--- src/design/acrms_pkg.sv ---
// ----------------------------------------------------------------------------
// AC RMS power meter package
// Shared widths, reset values and the arithmetic unit request type.
// ----------------------------------------------------------------------------
package acrms_pkg;

  localparam int unsigned MAX_WINDOW_SAMPLES = 4096;

  // Word width of the shared iterative unit
  localparam int unsigned AW = 64;

  localparam int unsigned VOLT_W  = 12;
  localparam int unsigned CURR_W  = 12;
  localparam int unsigned TIME_W  = 32;
  localparam int unsigned VGAIN_W = 9;
  localparam int unsigned IGAIN_W = 8;
  localparam int unsigned PFMIN_W = 10;

  localparam int unsigned CFG_ADDR_W = 2;
  localparam int unsigned CFG_DATA_W = 10;

  localparam int unsigned SC_W   = 13;
  localparam int unsigned RV_W   = 18;
  localparam int unsigned RI_W   = 20;
  localparam int unsigned ACT_W  = 26;
  localparam int unsigned APP_W  = 25;
  localparam int unsigned PF_W   = 16;
  localparam int unsigned FREQ_W = 24;
  localparam int unsigned CC_W   = 12;

  localparam int unsigned S_DATA_W = 56;
  localparam int unsigned M_DATA_W = 144;

  localparam logic [VGAIN_W-1:0] VGAIN_RST  = 9'd264;
  localparam logic [IGAIN_W-1:0] IGAIN_RST  = 8'd20;
  localparam logic [PFMIN_W-1:0] PFMIN_RST  = 10'd1;
  localparam logic [VOLT_W-1:0]  OFFSET_RST = 12'd1500;

  typedef enum logic [1:0] {
    OP_MUL  = 2'd0,
    OP_DIV  = 2'd1,
    OP_SQRT = 2'd2
  } arith_op_e;

  typedef struct packed {
    logic      start;
    arith_op_e op;
  } arith_req_t;

endpackage

--- src/design/acrms_arith.sv ---
// ----------------------------------------------------------------------------
// AC RMS shared arithmetic unit
// One result bit per cycle: shift-add multiply, restoring divide, and
// digit-by-digit integer square root, all modulo 2^64.
// ----------------------------------------------------------------------------
module acrms_arith (
  input  logic                         clk_i,
  input  logic                         rst_ni,
  input  acrms_pkg::arith_req_t        req_i,
  input  logic [acrms_pkg::AW-1:0]     a_i,
  input  logic [acrms_pkg::AW-1:0]     b_i,
  output logic                         done_o,
  output logic [acrms_pkg::AW-1:0]     res_o
);

  localparam int unsigned AW    = acrms_pkg::AW;
  localparam int unsigned CNT_W = $clog2(AW);
  localparam logic [AW-1:0] SQRT_BIT0 = {2'b01, {(AW-2){1'b0}}};

  logic                 busy_q, busy_d;
  logic                 done_q, done_d;
  acrms_pkg::arith_op_e op_q, op_d;
  logic [CNT_W-1:0]     cnt_q, cnt_d;
  logic [AW-1:0]        acc_q, acc_d;
  logic [AW-1:0]        x_q, x_d;
  logic [AW-1:0]        y_q, y_d;
  logic [AW:0]          rem_sh;
  logic [AW:0]          rem_sub;
  logic [AW-1:0]        trial;
  logic                 last;

  always_comb begin
    busy_d  = busy_q;
    done_d  = 1'b0;
    op_d    = op_q;
    cnt_d   = cnt_q;
    acc_d   = acc_q;
    x_d     = x_q;
    y_d     = y_q;
    last    = 1'b0;
    rem_sh  = {acc_q, x_q[AW-1]};
    rem_sub = rem_sh - {1'b0, y_q};
    trial   = acc_q + y_q;

    if (req_i.start) begin
      op_d   = req_i.op;
      busy_d = 1'b1;
      cnt_d  = '0;
      acc_d  = '0;
      x_d    = a_i;
      y_d    = (req_i.op == acrms_pkg::OP_SQRT) ? SQRT_BIT0 : b_i;
    end else if (busy_q) begin
      case (op_q)
        acrms_pkg::OP_MUL: begin
          if (y_q[0]) begin
            acc_d = acc_q + x_q;
          end
          x_d  = x_q << 1;
          y_d  = y_q >> 1;
          last = (cnt_q == CNT_W'(AW - 1));
        end
        acrms_pkg::OP_DIV: begin
          if (!rem_sub[AW]) begin
            acc_d = rem_sub[AW-1:0];
            x_d   = {x_q[AW-2:0], 1'b1};
          end else begin
            acc_d = rem_sh[AW-1:0];
            x_d   = {x_q[AW-2:0], 1'b0};
          end
          last = (cnt_q == CNT_W'(AW - 1));
        end
        acrms_pkg::OP_SQRT: begin
          if (x_q >= trial) begin
            x_d   = x_q - trial;
            acc_d = (acc_q >> 1) + y_q;
          end else begin
            acc_d = acc_q >> 1;
          end
          y_d  = y_q >> 2;
          last = (cnt_q == CNT_W'(AW / 2 - 1));
        end
        default: begin
          last = 1'b1;
        end
      endcase
      cnt_d = cnt_q + 1'b1;
      if (last) begin
        busy_d = 1'b0;
        done_d = 1'b1;
      end
    end
  end

  always_ff @(posedge clk_i or negedge rst_ni) begin
    if (!rst_ni) begin
      busy_q <= 1'b0;
      done_q <= 1'b0;
      op_q   <= acrms_pkg::OP_MUL;
      cnt_q  <= '0;
    end else begin
      busy_q <= busy_d;
      done_q <= done_d;
      op_q   <= op_d;
      cnt_q  <= cnt_d;
    end
  end

  always_ff @(posedge clk_i) begin
    acc_q <= acc_d;
    x_q   <= x_d;
    y_q   <= y_d;
  end

  assign done_o = done_q;
  assign res_o  = (op_q == acrms_pkg::OP_DIV) ? x_q : acc_q;

endmodule

--- src/design/ac_rms_power_meter.sv ---
// ----------------------------------------------------------------------------
// AC RMS power meter
// Accumulates offset-corrected voltage/current statistics per window and
// reports RMS values, power, power factor and line frequency at window end.
// ----------------------------------------------------------------------------
//
// Channel  | Dir | Handshake              | Contents
// ---------+-----+------------------------+------------------------------------
// s_axis   | in  | tvalid/tready          | one sample pair, tlast = window end
// m_axis   | out | tvalid/tready          | one window result, tuser = overflow
// cfg      | in  | cfg_we_i (no wait)     | gain and threshold registers
//
// Steps per sample: accept, the bit-serial square/product MAC, one
// accumulate. A window-end sample adds a sequence of 23 operations on the
// shared iterative unit (12 multiplies, 9 divides and 2 square roots).
// Reset clears the window sums and restores offsets 1500 mV and register
// defaults. A stalled result waits in the output register; new samples are
// still taken, and only the next window result waits for it to drain.
// ----------------------------------------------------------------------------
module ac_rms_power_meter #(
  parameter int unsigned MAX_WINDOW_SAMPLES = acrms_pkg::MAX_WINDOW_SAMPLES
) (
  input  logic                               clk_i,
  input  logic                               rst_ni,
  // sample stream
  input  logic                               s_axis_tvalid,
  output logic                               s_axis_tready,
  // volt_mv[11:0], curr_mv[23:12], time_us[55:24]
  input  logic [acrms_pkg::S_DATA_W-1:0]     s_axis_tdata,
  input  logic                               s_axis_tlast,
  // result stream
  output logic                               m_axis_tvalid,
  input  logic                               m_axis_tready,
  // sample_count[12:0], rms_voltage[30:13], rms_current[50:31],
  // active_power[76:51], apparent_power[101:77], power_factor[117:102],
  // frequency[141:118], zero pad[143:142]
  output logic [acrms_pkg::M_DATA_W-1:0]     m_axis_tdata,
  // overflow[0]
  output logic                               m_axis_tuser,
  // configuration writes
  input  logic                               cfg_we_i,
  input  logic [acrms_pkg::CFG_ADDR_W-1:0]   cfg_addr_i,
  input  logic [acrms_pkg::CFG_DATA_W-1:0]   cfg_wdata_i
);

  localparam int unsigned AW      = acrms_pkg::AW;
  localparam int unsigned VOLT_W  = acrms_pkg::VOLT_W;
  localparam int unsigned CURR_W  = acrms_pkg::CURR_W;
  localparam int unsigned TIME_W  = acrms_pkg::TIME_W;
  localparam int unsigned CC_W    = acrms_pkg::CC_W;
  localparam int unsigned LOG_MAX = $clog2(MAX_WINDOW_SAMPLES);
  localparam int unsigned CNT_W   = $clog2(MAX_WINDOW_SAMPLES + 1);
  localparam int unsigned RAWV_W  = VOLT_W + LOG_MAX;
  localparam int unsigned RAWI_W  = CURR_W + LOG_MAX;
  localparam int unsigned MAG_W   = VOLT_W;
  localparam int unsigned PROD_W  = 2 * MAG_W;
  localparam int unsigned SQ_W    = PROD_W + LOG_MAX;
  localparam int unsigned PS_W    = SQ_W + 1;
  localparam int unsigned MACC_W  = $clog2(MAG_W);

  // Register indexes
  localparam logic [acrms_pkg::CFG_ADDR_W-1:0] REG_VGAIN = 2'd0;
  localparam logic [acrms_pkg::CFG_ADDR_W-1:0] REG_IGAIN = 2'd1;
  localparam logic [acrms_pkg::CFG_ADDR_W-1:0] REG_PFMIN = 2'd2;

  // Control states
  localparam logic [2:0] ST_IDLE = 3'd0;
  localparam logic [2:0] ST_MAC  = 3'd1;
  localparam logic [2:0] ST_ACC  = 3'd2;
  localparam logic [2:0] ST_END  = 3'd3;
  localparam logic [2:0] ST_WAIT = 3'd4;
  localparam logic [2:0] ST_EMIT = 3'd5;

  // Window-end sequence steps
  localparam logic [4:0] SP_GV2   = 5'd0;
  localparam logic [4:0] SP_SV    = 5'd1;
  localparam logic [4:0] SP_D100  = 5'd2;
  localparam logic [4:0] SP_QV    = 5'd3;
  localparam logic [4:0] SP_RTV   = 5'd4;
  localparam logic [4:0] SP_GI2   = 5'd5;
  localparam logic [4:0] SP_SI    = 5'd6;
  localparam logic [4:0] SP_QI    = 5'd7;
  localparam logic [4:0] SP_RTI   = 5'd8;
  localparam logic [4:0] SP_PV    = 5'd9;
  localparam logic [4:0] SP_SCALE = 5'd10;
  localparam logic [4:0] SP_D1E5  = 5'd11;
  localparam logic [4:0] SP_AMAG  = 5'd12;
  localparam logic [4:0] SP_VA    = 5'd13;
  localparam logic [4:0] SP_APP   = 5'd14;
  localparam logic [4:0] SP_THR   = 5'd15;
  localparam logic [4:0] SP_D10   = 5'd16;
  localparam logic [4:0] SP_A5    = 5'd17;
  localparam logic [4:0] SP_PF    = 5'd18;
  localparam logic [4:0] SP_E9    = 5'd19;
  localparam logic [4:0] SP_FREQ  = 5'd20;
  localparam logic [4:0] SP_VOFF  = 5'd21;
  localparam logic [4:0] SP_IOFF  = 5'd22;

  localparam logic [AW-1:0] K_10     = 64'd10;
  localparam logic [AW-1:0] K_100    = 64'd100;
  localparam logic [AW-1:0] K_1000   = 64'd1000;
  localparam logic [AW-1:0] K_5000   = 64'd5000;
  localparam logic [AW-1:0] K_10000  = 64'd10000;
  localparam logic [AW-1:0] K_100000 = 64'd100000;
  localparam logic [AW-1:0] K_1E9    = 64'd1000000000;
  localparam logic [AW-1:0] FREQ_MAX = 64'hFF_FFFF;
  localparam logic [AW-1:0] PF_POS   = 64'd32767;
  localparam logic [AW-1:0] PF_NEG   = 64'd32768;
  localparam logic [CC_W-1:0] CC_MAX = '1;

  // ---------------------------------------------------------------------------
  // State
  // ---------------------------------------------------------------------------
  logic [2:0]                      state_q, state_d;
  logic [4:0]                      seq_q, seq_d;
  logic [MACC_W-1:0]               mac_cnt_q, mac_cnt_d;

  logic [acrms_pkg::VGAIN_W-1:0]   vgain_q, vgain_d;
  logic [acrms_pkg::IGAIN_W-1:0]   igain_q, igain_d;
  logic [acrms_pkg::PFMIN_W-1:0]   pfmin_q, pfmin_d;
  logic [VOLT_W-1:0]               voff_q, voff_d;
  logic [CURR_W-1:0]               ioff_q, ioff_d;

  logic [RAWV_W-1:0]               rawv_q, rawv_d;
  logic [RAWI_W-1:0]               rawi_q, rawi_d;
  logic [SQ_W-1:0]                 sqv_q, sqv_d;
  logic [SQ_W-1:0]                 sqi_q, sqi_d;
  logic [PS_W-1:0]                 ps_q, ps_d;
  logic [CNT_W-1:0]                cnt_q, cnt_d;
  logic                            wneg_q, wneg_d;
  logic                            seen_q, seen_d;
  logic                            drop_q, drop_d;
  logic [TIME_W-1:0]               last_t_q, last_t_d;
  logic [TIME_W-1:0]               per_q, per_d;
  logic [CC_W-1:0]                 cc_q, cc_d;

  logic                            wend_q, wend_d;
  logic                            pneg_q, pneg_d;
  logic [MAG_W-1:0]                mv_q, mv_d;
  logic [MAG_W-1:0]                mi_q, mi_d;
  logic [PROD_W-1:0]               av_q, av_d;
  logic [PROD_W-1:0]               ai_q, ai_d;
  logic [PROD_W-1:0]               pv_q, pv_d;
  logic [PROD_W-1:0]               pi_q, pi_d;
  logic [PROD_W-1:0]               pp_q, pp_d;

  logic [AW-1:0]                   tmp_q, tmp_d;
  logic [AW-1:0]                   den_q, den_d;
  logic [AW-1:0]                   scaled_q, scaled_d;
  logic [AW-1:0]                   va_q, va_d;
  logic [31:0]                     rv_q, rv_d;
  logic [31:0]                     ri_q, ri_d;
  logic [acrms_pkg::ACT_W-1:0]     act_q, act_d;
  logic [acrms_pkg::APP_W-1:0]     app_q, app_d;
  logic [acrms_pkg::PF_W-1:0]      pf_q, pf_d;
  logic                            pf_en_q, pf_en_d;
  logic [acrms_pkg::FREQ_W-1:0]    freq_q, freq_d;
  logic [VOLT_W-1:0]               voffn_q, voffn_d;
  logic [CURR_W-1:0]               ioffn_q, ioffn_d;

  logic                            m_valid_q, m_valid_d;
  logic [acrms_pkg::M_DATA_W-1:0]  m_data_q, m_data_d;
  logic                            m_user_q, m_user_d;

  // ---------------------------------------------------------------------------
  // Working signals
  // ---------------------------------------------------------------------------
  logic [VOLT_W-1:0]      in_volt;
  logic [CURR_W-1:0]      in_curr;
  logic [TIME_W-1:0]      in_time;
  logic                   in_acc;
  logic [VOLT_W:0]        dv;
  logic [VOLT_W:0]        dv_neg;
  logic [CURR_W:0]        di;
  logic [CURR_W:0]        di_neg;
  logic [MAG_W-1:0]       vmag;
  logic [MAG_W-1:0]       imag;
  logic [TIME_W-1:0]      dt;
  logic [TIME_W:0]        per_sum;
  logic                   ps_neg;
  logic [PS_W-1:0]        ps_mag;
  logic [AW-1:0]          n_w;
  logic [AW-1:0]          r_plus1;

  acrms_pkg::arith_req_t  ar_req;
  logic [AW-1:0]          ar_a;
  logic [AW-1:0]          ar_b;
  logic                   ar_done;
  logic [AW-1:0]          ar_res;

  assign in_volt = s_axis_tdata[VOLT_W-1:0];
  assign in_curr = s_axis_tdata[VOLT_W+CURR_W-1:VOLT_W];
  assign in_time = s_axis_tdata[VOLT_W+CURR_W+TIME_W-1:VOLT_W+CURR_W];

  assign s_axis_tready = (state_q == ST_IDLE);
  assign in_acc        = s_axis_tvalid && s_axis_tready;

  // Offset removal and magnitudes
  assign dv     = {1'b0, in_volt} - {1'b0, voff_q};
  assign dv_neg = ~dv + 1'b1;
  assign di     = {1'b0, in_curr} - {1'b0, ioff_q};
  assign di_neg = ~di + 1'b1;
  assign vmag   = dv[VOLT_W] ? dv_neg[MAG_W-1:0] : dv[MAG_W-1:0];
  assign imag   = di[CURR_W] ? di_neg[MAG_W-1:0] : di[MAG_W-1:0];

  // Crossing period, saturating
  assign dt      = in_time - last_t_q;
  assign per_sum = {1'b0, per_q} + {1'b0, dt};

  assign ps_neg  = ps_q[PS_W-1];
  assign ps_mag  = ps_neg ? (~ps_q + 1'b1) : ps_q;
  assign n_w     = AW'(cnt_q);
  assign r_plus1 = ar_res + 1'b1;

  // ---------------------------------------------------------------------------
  // Window-end operand selection
  // ---------------------------------------------------------------------------
  always_comb begin
    ar_req.start = (state_q == ST_END);
    ar_req.op    = acrms_pkg::OP_MUL;
    ar_a         = '0;
    ar_b         = '0;
    case (seq_q)
      SP_GV2: begin
        ar_a = AW'(vgain_q);
        ar_b = AW'(vgain_q);
      end
      SP_SV: begin
        ar_a = tmp_q;
        ar_b = AW'(sqv_q);
      end
      SP_D100: begin
        ar_a = n_w;
        ar_b = K_100;
      end
      SP_QV: begin
        ar_req.op = acrms_pkg::OP_DIV;
        ar_a      = tmp_q << 2;
        ar_b      = den_q;
      end
      SP_RTV: begin
        ar_req.op = acrms_pkg::OP_SQRT;
        ar_a      = tmp_q;
      end
      SP_GI2: begin
        ar_a = AW'(igain_q);
        ar_b = AW'(igain_q);
      end
      SP_SI: begin
        ar_a = tmp_q;
        ar_b = AW'(sqi_q);
      end
      SP_QI: begin
        ar_req.op = acrms_pkg::OP_DIV;
        ar_a      = tmp_q << 2;
        ar_b      = n_w;
      end
      SP_RTI: begin
        ar_req.op = acrms_pkg::OP_SQRT;
        ar_a      = tmp_q;
      end
      SP_PV: begin
        ar_a = AW'(ps_mag);
        ar_b = AW'(vgain_q);
      end
      SP_SCALE: begin
        ar_a = tmp_q;
        ar_b = AW'(igain_q);
      end
      SP_D1E5: begin
        ar_a = n_w;
        ar_b = K_100000;
      end
      SP_AMAG: begin
        ar_req.op = acrms_pkg::OP_DIV;
        ar_a      = scaled_q + (den_q >> 1);
        ar_b      = den_q;
      end
      SP_VA: begin
        ar_a = AW'(rv_q);
        ar_b = AW'(ri_q);
      end
      SP_APP: begin
        ar_req.op = acrms_pkg::OP_DIV;
        ar_a      = va_q + K_5000;
        ar_b      = K_10000;
      end
      SP_THR: begin
        ar_a = AW'(pfmin_q);
        ar_b = K_1000;
      end
      SP_D10: begin
        ar_a = n_w;
        ar_b = K_10;
      end
      SP_A5: begin
        ar_req.op = acrms_pkg::OP_DIV;
        ar_a      = scaled_q + (den_q >> 1);
        ar_b      = den_q;
      end
      SP_PF: begin
        ar_req.op = acrms_pkg::OP_DIV;
        ar_a      = (tmp_q << 15) + (va_q >> 1);
        ar_b      = va_q;
      end
      SP_E9: begin
        ar_a = AW'(cc_q);
        ar_b = K_1E9;
      end
      SP_FREQ: begin
        ar_req.op = acrms_pkg::OP_DIV;
        ar_a      = AW'(per_q) + AW'(per_q >> 1);
        ar_b      = AW'(per_q);
      end
      SP_VOFF: begin
        ar_req.op = acrms_pkg::OP_DIV;
        ar_a      = AW'(rawv_q) + (n_w >> 1);
        ar_b      = n_w;
      end
      SP_IOFF: begin
        ar_req.op = acrms_pkg::OP_DIV;
        ar_a      = AW'(rawi_q) + (n_w >> 1);
        ar_b      = n_w;
      end
      default: begin
        ar_a = '0;
      end
    endcase
    // frequency numerator is 1e9 * crossings, held in tmp
    if (seq_q == SP_FREQ) begin
      ar_a = tmp_q + AW'(per_q >> 1);
    end
  end

  acrms_arith u_arith (
    .clk_i  (clk_i),
    .rst_ni (rst_ni),
    .req_i  (ar_req),
    .a_i    (ar_a),
    .b_i    (ar_b),
    .done_o (ar_done),
    .res_o  (ar_res)
  );

  // ---------------------------------------------------------------------------
  // Next-state logic
  // ---------------------------------------------------------------------------
  always_comb begin
    state_d   = state_q;
    seq_d     = seq_q;
    mac_cnt_d = mac_cnt_q;
    vgain_d   = vgain_q;
    igain_d   = igain_q;
    pfmin_d   = pfmin_q;
    voff_d    = voff_q;
    ioff_d    = ioff_q;
    rawv_d    = rawv_q;
    rawi_d    = rawi_q;
    sqv_d     = sqv_q;
    sqi_d     = sqi_q;
    ps_d      = ps_q;
    cnt_d     = cnt_q;
    wneg_d    = wneg_q;
    seen_d    = seen_q;
    drop_d    = drop_q;
    last_t_d  = last_t_q;
    per_d     = per_q;
    cc_d      = cc_q;
    wend_d    = wend_q;
    pneg_d    = pneg_q;
    mv_d      = mv_q;
    mi_d      = mi_q;
    av_d      = av_q;
    ai_d      = ai_q;
    pv_d      = pv_q;
    pi_d      = pi_q;
    pp_d      = pp_q;
    tmp_d     = tmp_q;
    den_d     = den_q;
    scaled_d  = scaled_q;
    va_d      = va_q;
    rv_d      = rv_q;
    ri_d      = ri_q;
    act_d     = act_q;
    app_d     = app_q;
    pf_d      = pf_q;
    pf_en_d   = pf_en_q;
    freq_d    = freq_q;
    voffn_d   = voffn_q;
    ioffn_d   = ioffn_q;
    m_valid_d = m_valid_q;
    m_data_d  = m_data_q;
    m_user_d  = m_user_q;

    // drop the result word once taken
    if (m_valid_q && m_axis_tready) begin
      m_valid_d = 1'b0;
    end

    if (cfg_we_i) begin
      case (cfg_addr_i)
        REG_VGAIN: vgain_d = cfg_wdata_i[acrms_pkg::VGAIN_W-1:0];
        REG_IGAIN: igain_d = cfg_wdata_i[acrms_pkg::IGAIN_W-1:0];
        REG_PFMIN: pfmin_d = cfg_wdata_i[acrms_pkg::PFMIN_W-1:0];
        default: begin
          vgain_d = vgain_q;
        end
      endcase
    end

    case (state_q)
      ST_IDLE: begin
        if (in_acc) begin
          wend_d = s_axis_tlast;
          seq_d  = SP_GV2;
          if (cnt_q == CNT_W'(MAX_WINDOW_SAMPLES)) begin
            // window full: drop the word, still honor its window end
            drop_d = 1'b1;
            if (s_axis_tlast) begin
              state_d = ST_END;
            end
          end else begin
            rawv_d    = rawv_q + RAWV_W'(in_volt);
            rawi_d    = rawi_q + RAWI_W'(in_curr);
            cnt_d     = cnt_q + 1'b1;
            pneg_d    = dv[VOLT_W] ^ di[CURR_W];
            mv_d      = vmag;
            mi_d      = imag;
            av_d      = PROD_W'(vmag);
            ai_d      = PROD_W'(imag);
            pv_d      = '0;
            pi_d      = '0;
            pp_d      = '0;
            mac_cnt_d = '0;
            // rising zero crossing of the voltage
            if (wneg_q && !dv[VOLT_W]) begin
              if (seen_q) begin
                per_d = per_sum[TIME_W] ? '1 : per_sum[TIME_W-1:0];
                if (cc_q != CC_MAX) begin
                  cc_d = cc_q + 1'b1;
                end
              end
              seen_d   = 1'b1;
              last_t_d = in_time;
            end
            wneg_d  = dv[VOLT_W];
            state_d = ST_MAC;
          end
        end
      end

      ST_MAC: begin
        // one multiplier bit per cycle for dv*dv, di*di and dv*di
        if (mv_q[0]) begin
          pv_d = pv_q + av_q;
          pp_d = pp_q + ai_q;
        end
        if (mi_q[0]) begin
          pi_d = pi_q + ai_q;
        end
        mv_d      = mv_q >> 1;
        mi_d      = mi_q >> 1;
        av_d      = av_q << 1;
        ai_d      = ai_q << 1;
        mac_cnt_d = mac_cnt_q + 1'b1;
        if (mac_cnt_q == MACC_W'(MAG_W - 1)) begin
          state_d = ST_ACC;
        end
      end

      ST_ACC: begin
        sqv_d   = sqv_q + SQ_W'(pv_q);
        sqi_d   = sqi_q + SQ_W'(pi_q);
        ps_d    = pneg_q ? (ps_q - PS_W'(pp_q)) : (ps_q + PS_W'(pp_q));
        state_d = wend_q ? ST_END : ST_IDLE;
      end

      ST_END: begin
        state_d = ST_WAIT;
      end

      ST_WAIT: begin
        if (ar_done) begin
          case (seq_q)
            SP_GV2, SP_SV, SP_QV, SP_GI2, SP_SI, SP_QI, SP_PV, SP_A5, SP_E9: begin
              tmp_d = ar_res;
            end
            SP_D100, SP_D1E5, SP_D10: begin
              den_d = ar_res;
            end
            SP_RTV: rv_d = r_plus1[32:1];
            SP_RTI: ri_d = r_plus1[32:1];
            SP_SCALE: scaled_d = ar_res;
            SP_AMAG: begin
              act_d = ps_neg ? (~ar_res[acrms_pkg::ACT_W-1:0] + 1'b1)
                             : ar_res[acrms_pkg::ACT_W-1:0];
            end
            SP_VA: va_d = ar_res;
            SP_APP: app_d = ar_res[acrms_pkg::APP_W-1:0];
            SP_THR: pf_en_d = (va_q > ar_res);
            SP_PF: begin
              if (!pf_en_q) begin
                pf_d = '0;
              end else if (ps_neg) begin
                pf_d = (ar_res > PF_NEG) ? PF_NEG[acrms_pkg::PF_W-1:0]
                                         : (~ar_res[acrms_pkg::PF_W-1:0] + 1'b1);
              end else begin
                pf_d = (ar_res > PF_POS) ? PF_POS[acrms_pkg::PF_W-1:0]
                                         : ar_res[acrms_pkg::PF_W-1:0];
              end
            end
            SP_FREQ: begin
              if (cc_q == '0) begin
                freq_d = '0;
              end else if (per_q == '0 || ar_res > FREQ_MAX) begin
                freq_d = FREQ_MAX[acrms_pkg::FREQ_W-1:0];
              end else begin
                freq_d = ar_res[acrms_pkg::FREQ_W-1:0];
              end
            end
            SP_VOFF: voffn_d = ar_res[VOLT_W-1:0];
            SP_IOFF: ioffn_d = ar_res[CURR_W-1:0];
            default: begin
              tmp_d = tmp_q;
            end
          endcase
          if (seq_q == SP_IOFF) begin
            state_d = ST_EMIT;
          end else begin
            seq_d   = seq_q + 1'b1;
            state_d = ST_END;
          end
        end
      end

      ST_EMIT: begin
        // hold until the output register is free
        if (!m_valid_q || m_axis_tready) begin
          m_valid_d = 1'b1;
          m_user_d  = drop_q;
          // keep field order: count, rms voltage, rms current, ...
          m_data_d  = {2'b00, freq_q, pf_q, app_q, act_q,
                       ri_q[acrms_pkg::RI_W-1:0], rv_q[acrms_pkg::RV_W-1:0],
                       n_w[acrms_pkg::SC_W-1:0]};
          voff_d   = voffn_q;
          ioff_d   = ioffn_q;
          rawv_d   = '0;
          rawi_d   = '0;
          sqv_d    = '0;
          sqi_d    = '0;
          ps_d     = '0;
          cnt_d    = '0;
          wneg_d   = 1'b0;
          seen_d   = 1'b0;
          drop_d   = 1'b0;
          last_t_d = '0;
          per_d    = '0;
          cc_d     = '0;
          state_d  = ST_IDLE;
        end
      end

      default: begin
        state_d = ST_IDLE;
      end
    endcase
  end

  // ---------------------------------------------------------------------------
  // Registers
  // ---------------------------------------------------------------------------
  always_ff @(posedge clk_i or negedge rst_ni) begin
    if (!rst_ni) begin
      state_q   <= ST_IDLE;
      seq_q     <= SP_GV2;
      mac_cnt_q <= '0;
      vgain_q   <= acrms_pkg::VGAIN_RST;
      igain_q   <= acrms_pkg::IGAIN_RST;
      pfmin_q   <= acrms_pkg::PFMIN_RST;
      voff_q    <= acrms_pkg::OFFSET_RST;
      ioff_q    <= acrms_pkg::OFFSET_RST;
      rawv_q    <= '0;
      rawi_q    <= '0;
      sqv_q     <= '0;
      sqi_q     <= '0;
      ps_q      <= '0;
      cnt_q     <= '0;
      wneg_q    <= 1'b0;
      seen_q    <= 1'b0;
      drop_q    <= 1'b0;
      last_t_q  <= '0;
      per_q     <= '0;
      cc_q      <= '0;
      wend_q    <= 1'b0;
      pf_en_q   <= 1'b0;
      m_valid_q <= 1'b0;
    end else begin
      state_q   <= state_d;
      seq_q     <= seq_d;
      mac_cnt_q <= mac_cnt_d;
      vgain_q   <= vgain_d;
      igain_q   <= igain_d;
      pfmin_q   <= pfmin_d;
      voff_q    <= voff_d;
      ioff_q    <= ioff_d;
      rawv_q    <= rawv_d;
      rawi_q    <= rawi_d;
      sqv_q     <= sqv_d;
      sqi_q     <= sqi_d;
      ps_q      <= ps_d;
      cnt_q     <= cnt_d;
      wneg_q    <= wneg_d;
      seen_q    <= seen_d;
      drop_q    <= drop_d;
      last_t_q  <= last_t_d;
      per_q     <= per_d;
      cc_q      <= cc_d;
      wend_q    <= wend_d;
      pf_en_q   <= pf_en_d;
      m_valid_q <= m_valid_d;
    end
  end

  always_ff @(posedge clk_i) begin
    pneg_q   <= pneg_d;
    mv_q     <= mv_d;
    mi_q     <= mi_d;
    av_q     <= av_d;
    ai_q     <= ai_d;
    pv_q     <= pv_d;
    pi_q     <= pi_d;
    pp_q     <= pp_d;
    tmp_q    <= tmp_d;
    den_q    <= den_d;
    scaled_q <= scaled_d;
    va_q     <= va_d;
    rv_q     <= rv_d;
    ri_q     <= ri_d;
    act_q    <= act_d;
    app_q    <= app_d;
    pf_q     <= pf_d;
    freq_q   <= freq_d;
    voffn_q  <= voffn_d;
    ioffn_q  <= ioffn_d;
    m_data_q <= m_data_d;
    m_user_q <= m_user_d;
  end

  assign m_axis_tvalid = m_valid_q;
  assign m_axis_tdata  = m_data_q;
  assign m_axis_tuser  = m_user_q;

endmodule

--- config.mk ---
export PLATFORM = sky130hd
export DESIGN_NAME = ac_rms_power_meter
export DESIGN_NICKNAME = d
export VERILOG_FILES = /design/src/design/acrms_pkg.sv /design/src/design/acrms_arith.sv /design/src/design/ac_rms_power_meter.sv
export SDC_FILE = /design/constraint.sdc
export NUM_CORES = 2
export LEC_CHECK = 0
export BUFFER_PORTS_ARGS = -buffer_cell sky130_fd_sc_hd__buf_2
export CAP_MARGIN = 20
export CORE_MARGIN = 4
export CORE_UTILIZATION = 43
export DETAILED_ROUTE_END_ITERATION = 10
export HOLD_SLACK_MARGIN = 0.12
export SLEW_MARGIN = 20
export SYNTH_ARGS = -nofsm -noshare
export SYNTH_HDL_FRONTEND = slang
export SYNTH_HIERARCHICAL = 1
export SYNTH_SLANG_ARGS = --single-unit
--- constraint.sdc ---
create_clock -name clk_i -period 10.1 [get_ports clk_i]
set_input_delay 2.02 -clock clk_i [delete_from_list [all_inputs] [get_ports clk_i]]
set_output_delay 2.02 -clock clk_i [all_outputs]
set_load 0.02 [all_outputs]
==> out/qor.json <==
{
  "post-dp-hpwl_mm": 326,
  "core-area_um2": 226000,
  "yosysSeqAreaShare_pct": 35.7,
  "holdBufCountCts": 0,
  "die-area_um2": 236000,
  "worst_slack_placed_ns": 2.05,
  "clock-sinks": 1240,
  "cts_repair_resize_count": 0,
  "seqCellArea_um2": 35000,
  "htree_levels": 4,
  "flop_to_flop_setup_slack_ns": 1.93,
  "post_cts_buffers": 0,
  "crit_buf_inv": 2,
  "vias_per_cell": 6.36,
  "rsz0062_at_grt": "false",
  "highest_achievable_clock_rate_ghz": 0.122,
  "num-fill-cells": 21700,
  "first_iter_violations": 9761,
  "worst_clock_skew_ns": 0.0519,
  "floorplan.io_pins": 221,
  "avgRoutedWirePerCell_um": 29.3,
  "firstDrtPassIters": 8,
  "setup.worst_path.start_class": "flip-flop",
  "worst_setup_path_startpoint": "u_arith/acc_q[2]$_SDFFE_PP0P_",
  "layout.nets": 11900,
  "endpoint_of_the_lowest_slack_register_to_register_path": "u_arith/x_q[31]$_DFFE_PP_",
  "post_synth_inst_count": 10900,
  "ys_async_sr_fraction_pct": 26.2,
  "layout-drive-gt1-share_pct": 8.30,
  "slew_headroom_pct": 14.6,
  "die_w_um": 485,
  "synth-edff-count": 851,
  "first_global_vias": 87000,
  "mean_post_synth_cell_area_um2": 8.96,
  "timing.critical_path.to": "u_arith/x_q[31]$_DFFE_PP_",
  "worst-slew-pin-transition_ns": 1.28,
  "final.min_clock_period_ns": 8.17,
  "hold_viol": 0,
  "ff2ff_path_depth": 20,
  "grt.total_usage_pct": 33.8,
  "placement_rows": 174,
  "clk_transition_reported_paths_ns": 0.06,
  "critPathMaxStageDelay_ns": 0.84,
  "grt_start_max_net_pins": 145,
  "detail-route-antenna-nets": 0,
  "max-clock-path-buffers": 3,
  "fin_setup_tns_ns": 0,
  "synth-seq-cells": 1240,
  "die_h_um": 485,
  "grt_first_pass_wirelength_mm": 594,
  "cp_top_family": "compound AO/OA/AOI/OAI gates",
  "place.port_buffers": 218,
  "hold_class": "reg2reg",
  "worst-setup-path-type": "reg2reg",
  "initial_antenna_violation_count": 37,
  "timing.final.crit_share_pct": 80.9,
  "synth.yosys.warnings": 6,
  "worst_slack_ns": 1.93,
  "critical_path.endpoint_type": "flip-flop",
  "min_delay_path_depth": 0,
  "routed-via-count": 89800,
  "max-cap-violations": 0,
  "setup_viol": 0,
  "critical_path.reg2reg.startpoint": "u_arith/acc_q[2]$_SDFFE_PP0P_",
  "outcome": "complete, no violations",
  "ys_dominant_reg_cell": "edfxtp_1",
  "synthDistinctLibCells": 122,
  "crit_fanout": 34,
  "start_util_pct": 43.4,
  "worstSetupPathDepth": 20,
  "syn_area_um2": 98000,
  "wl_mm": 413,
  "worst_path_max_delay_cell": "o31ai_1",
  "arrival_ns": 8.62,
  "multi_input_area_um2": 59600,
  "grt.overflow.total": 0,
  "finalMaxSlewViolations": 0,
  "final_core_util_pct": 47.7,
  "clock_latency_ns": 0.86,
  "ordered_cell_list_for_the_critical_path": "ha_1 -> nor2b_1 -> o31a_1 -> or4_1 -> nand3_1 -> a311oi_1 -> o31ai_1 -> o21ai_1 -> nor2b_1 -> o21a_1 -> or2_2 -> ha_1 -> nand4_1 -> or3_1 -> o41ai_1 -> a41oi_4 -> and2_1 -> buf_4 -> o21bai_4 -> buf_4",
  "globalplace.congestion": 0.995,
  "worstPathRequired_ns": 10.55,
  "drc": 0,
  "cts_tree": "done",
  "clock-root-buffer": "clkbuf_16",
  "cts_buffers": 152,
  "layout-area-overhead-vs-synth_pct": 9.93
}
-- registers in the layout (all words and copies together), names as in the netlist, 25 cells and up --
register,flops
tmp_q,64
va_q,64
app_q,25
per_q,32
u_arith/x_q,64
ps_q,37
m_axis_tdata,142
u_arith/acc_q,64
u_arith/y_q,64
sqv_q,36
rv_q,32
sqi_q,36
scaled_q,64
den_q,64
act_q,26
ri_q,32
last_t_q,32
-- worst reg2reg max path, stage by stage, from the launching register on --
cell,delay (ns)
dfxtp_1,0.58
ha_1,0.35
nor2b_1,0.16
o31a_1,0.27
or4_1,0.54
nand3_1,0.20
a311oi_1,0.21
o31ai_1,0.84
o21ai_1,0.22
nor2b_1,0.20
o21a_1,0.18
or2_2,0.30
ha_1,0.41
nand4_1,0.20
or3_1,0.38
o41ai_1,0.56
a41oi_4,0.19
and2_1,0.31
buf_4,0.25
o21bai_4,0.84
buf_4,0.58
-- synth_stat cells, drive strengths merged, types with 148 or more instances --
cell type / instances / area [um^2]
and3: 148 / 926
xnor2: 509 / 4460
nor2: 706 / 2660
clkbuf: 445 / 1670
xor2: 414 / 3630
o21a: 161 / 1210
edfxtp: 851 / 25600
nand2: 1157 / 4340
dfrtp: 306 / 7660
nor3: 196 / 991
a21o: 348 / 2610
a21oi: 913 / 4600
ha: 824 / 10300
nand4: 195 / 1230
nand3: 317 / 1590
inv: 428 / 1610
o21ai: 882 / 4430
-- per-layer routing --
metal / vias up / GRT usage, % / routed length, um / part of all wire [%]
met2: 3964 / 55.2 / 190000 / 46
met3: 1056 / 5.91 / 29000 / 7.0
met5: - / 0 / 236 / 0.057
met1: 43800 / 40.2 / 158000 / 38
met4: 36 / 24.2 / 35400 / 8.6
li1: 40900 / - / - / -
-- layout by cell type (no fill, tap or decap), drive strengths merged, types with 195 or more instances in the layout --
cell and n:
edfxtp 851, xor2 414, inv 436, dfrtp 306, ha 824, nand4 195
buf 407, nand3 317, xnor2 509, a21oi 913, a21o 348, nor2 706
clkbuf 217, nor3 196, nand2 1157, o21ai 882
-- cell type report --
cell class | instances | share of cell area, %
antenna | 15 | 0.0349
multi-input combinational | 8740 | 55.3
inverter | 432 | 1.51
clock inverter | 69 | 0.732
clock buffer | 216 | 3.99
sequential | 1240 | 32.5
timing repair buffer | 408 | 2.41
tap | 2992 | 3.48
-- how the worst min path moves through the flow --
| stage | start | to |
|---|---|---|
| floorplan | app_q[23]$_DFFE_PP_ | m_axis_tdata[100]$_DFFE_PP_ |
| global placement | freq_q[21]$_SDFFCE_PN0P_ | m_axis_tdata[139]$_DFFE_PP_ |
| detailed placement | app_q[6]$_DFFE_PP_ | m_axis_tdata[83]$_DFFE_PP_ |
| CTS | app_q[22]$_DFFE_PP_ | m_axis_tdata[99]$_DFFE_PP_ |
| global route | freq_q[4]$_SDFFCE_PN0P_ | m_axis_tdata[122]$_DFFE_PP_ |
| finish | app_q[22]$_DFFE_PP_ | m_axis_tdata[99]$_DFFE_PP_ |
-- logic make-up after synthesis --
logic type / after synthesis / synth area share [%]
other cells: 1 / 0.00383
buf+inv: 951 / 3.76
xor+xnor: 923 / 8.25
simple gates: 3264 / 15.7
mux: 195 / 2.11
flops: 1240 / 35.7
compound gates: 3511 / 23.5
fa+ha+maj: 845 / 11.0
-- through the flow --
stage	cell area, um^2	std cells	hold slack [ns]
6_report	108000	14100	0.413
5_1_grt	108000	14100	0.423
4_1_cts	108000	14100	0.407
3_5_place_dp	103000	13800	0.405
3_3_place_gp	103000	13800	0.402
2_1_floorplan	98000	10900	0.400
Power is not shown: default switching activity piles up to over one toggle a cycle in this logic, so the estimate is an artifact.
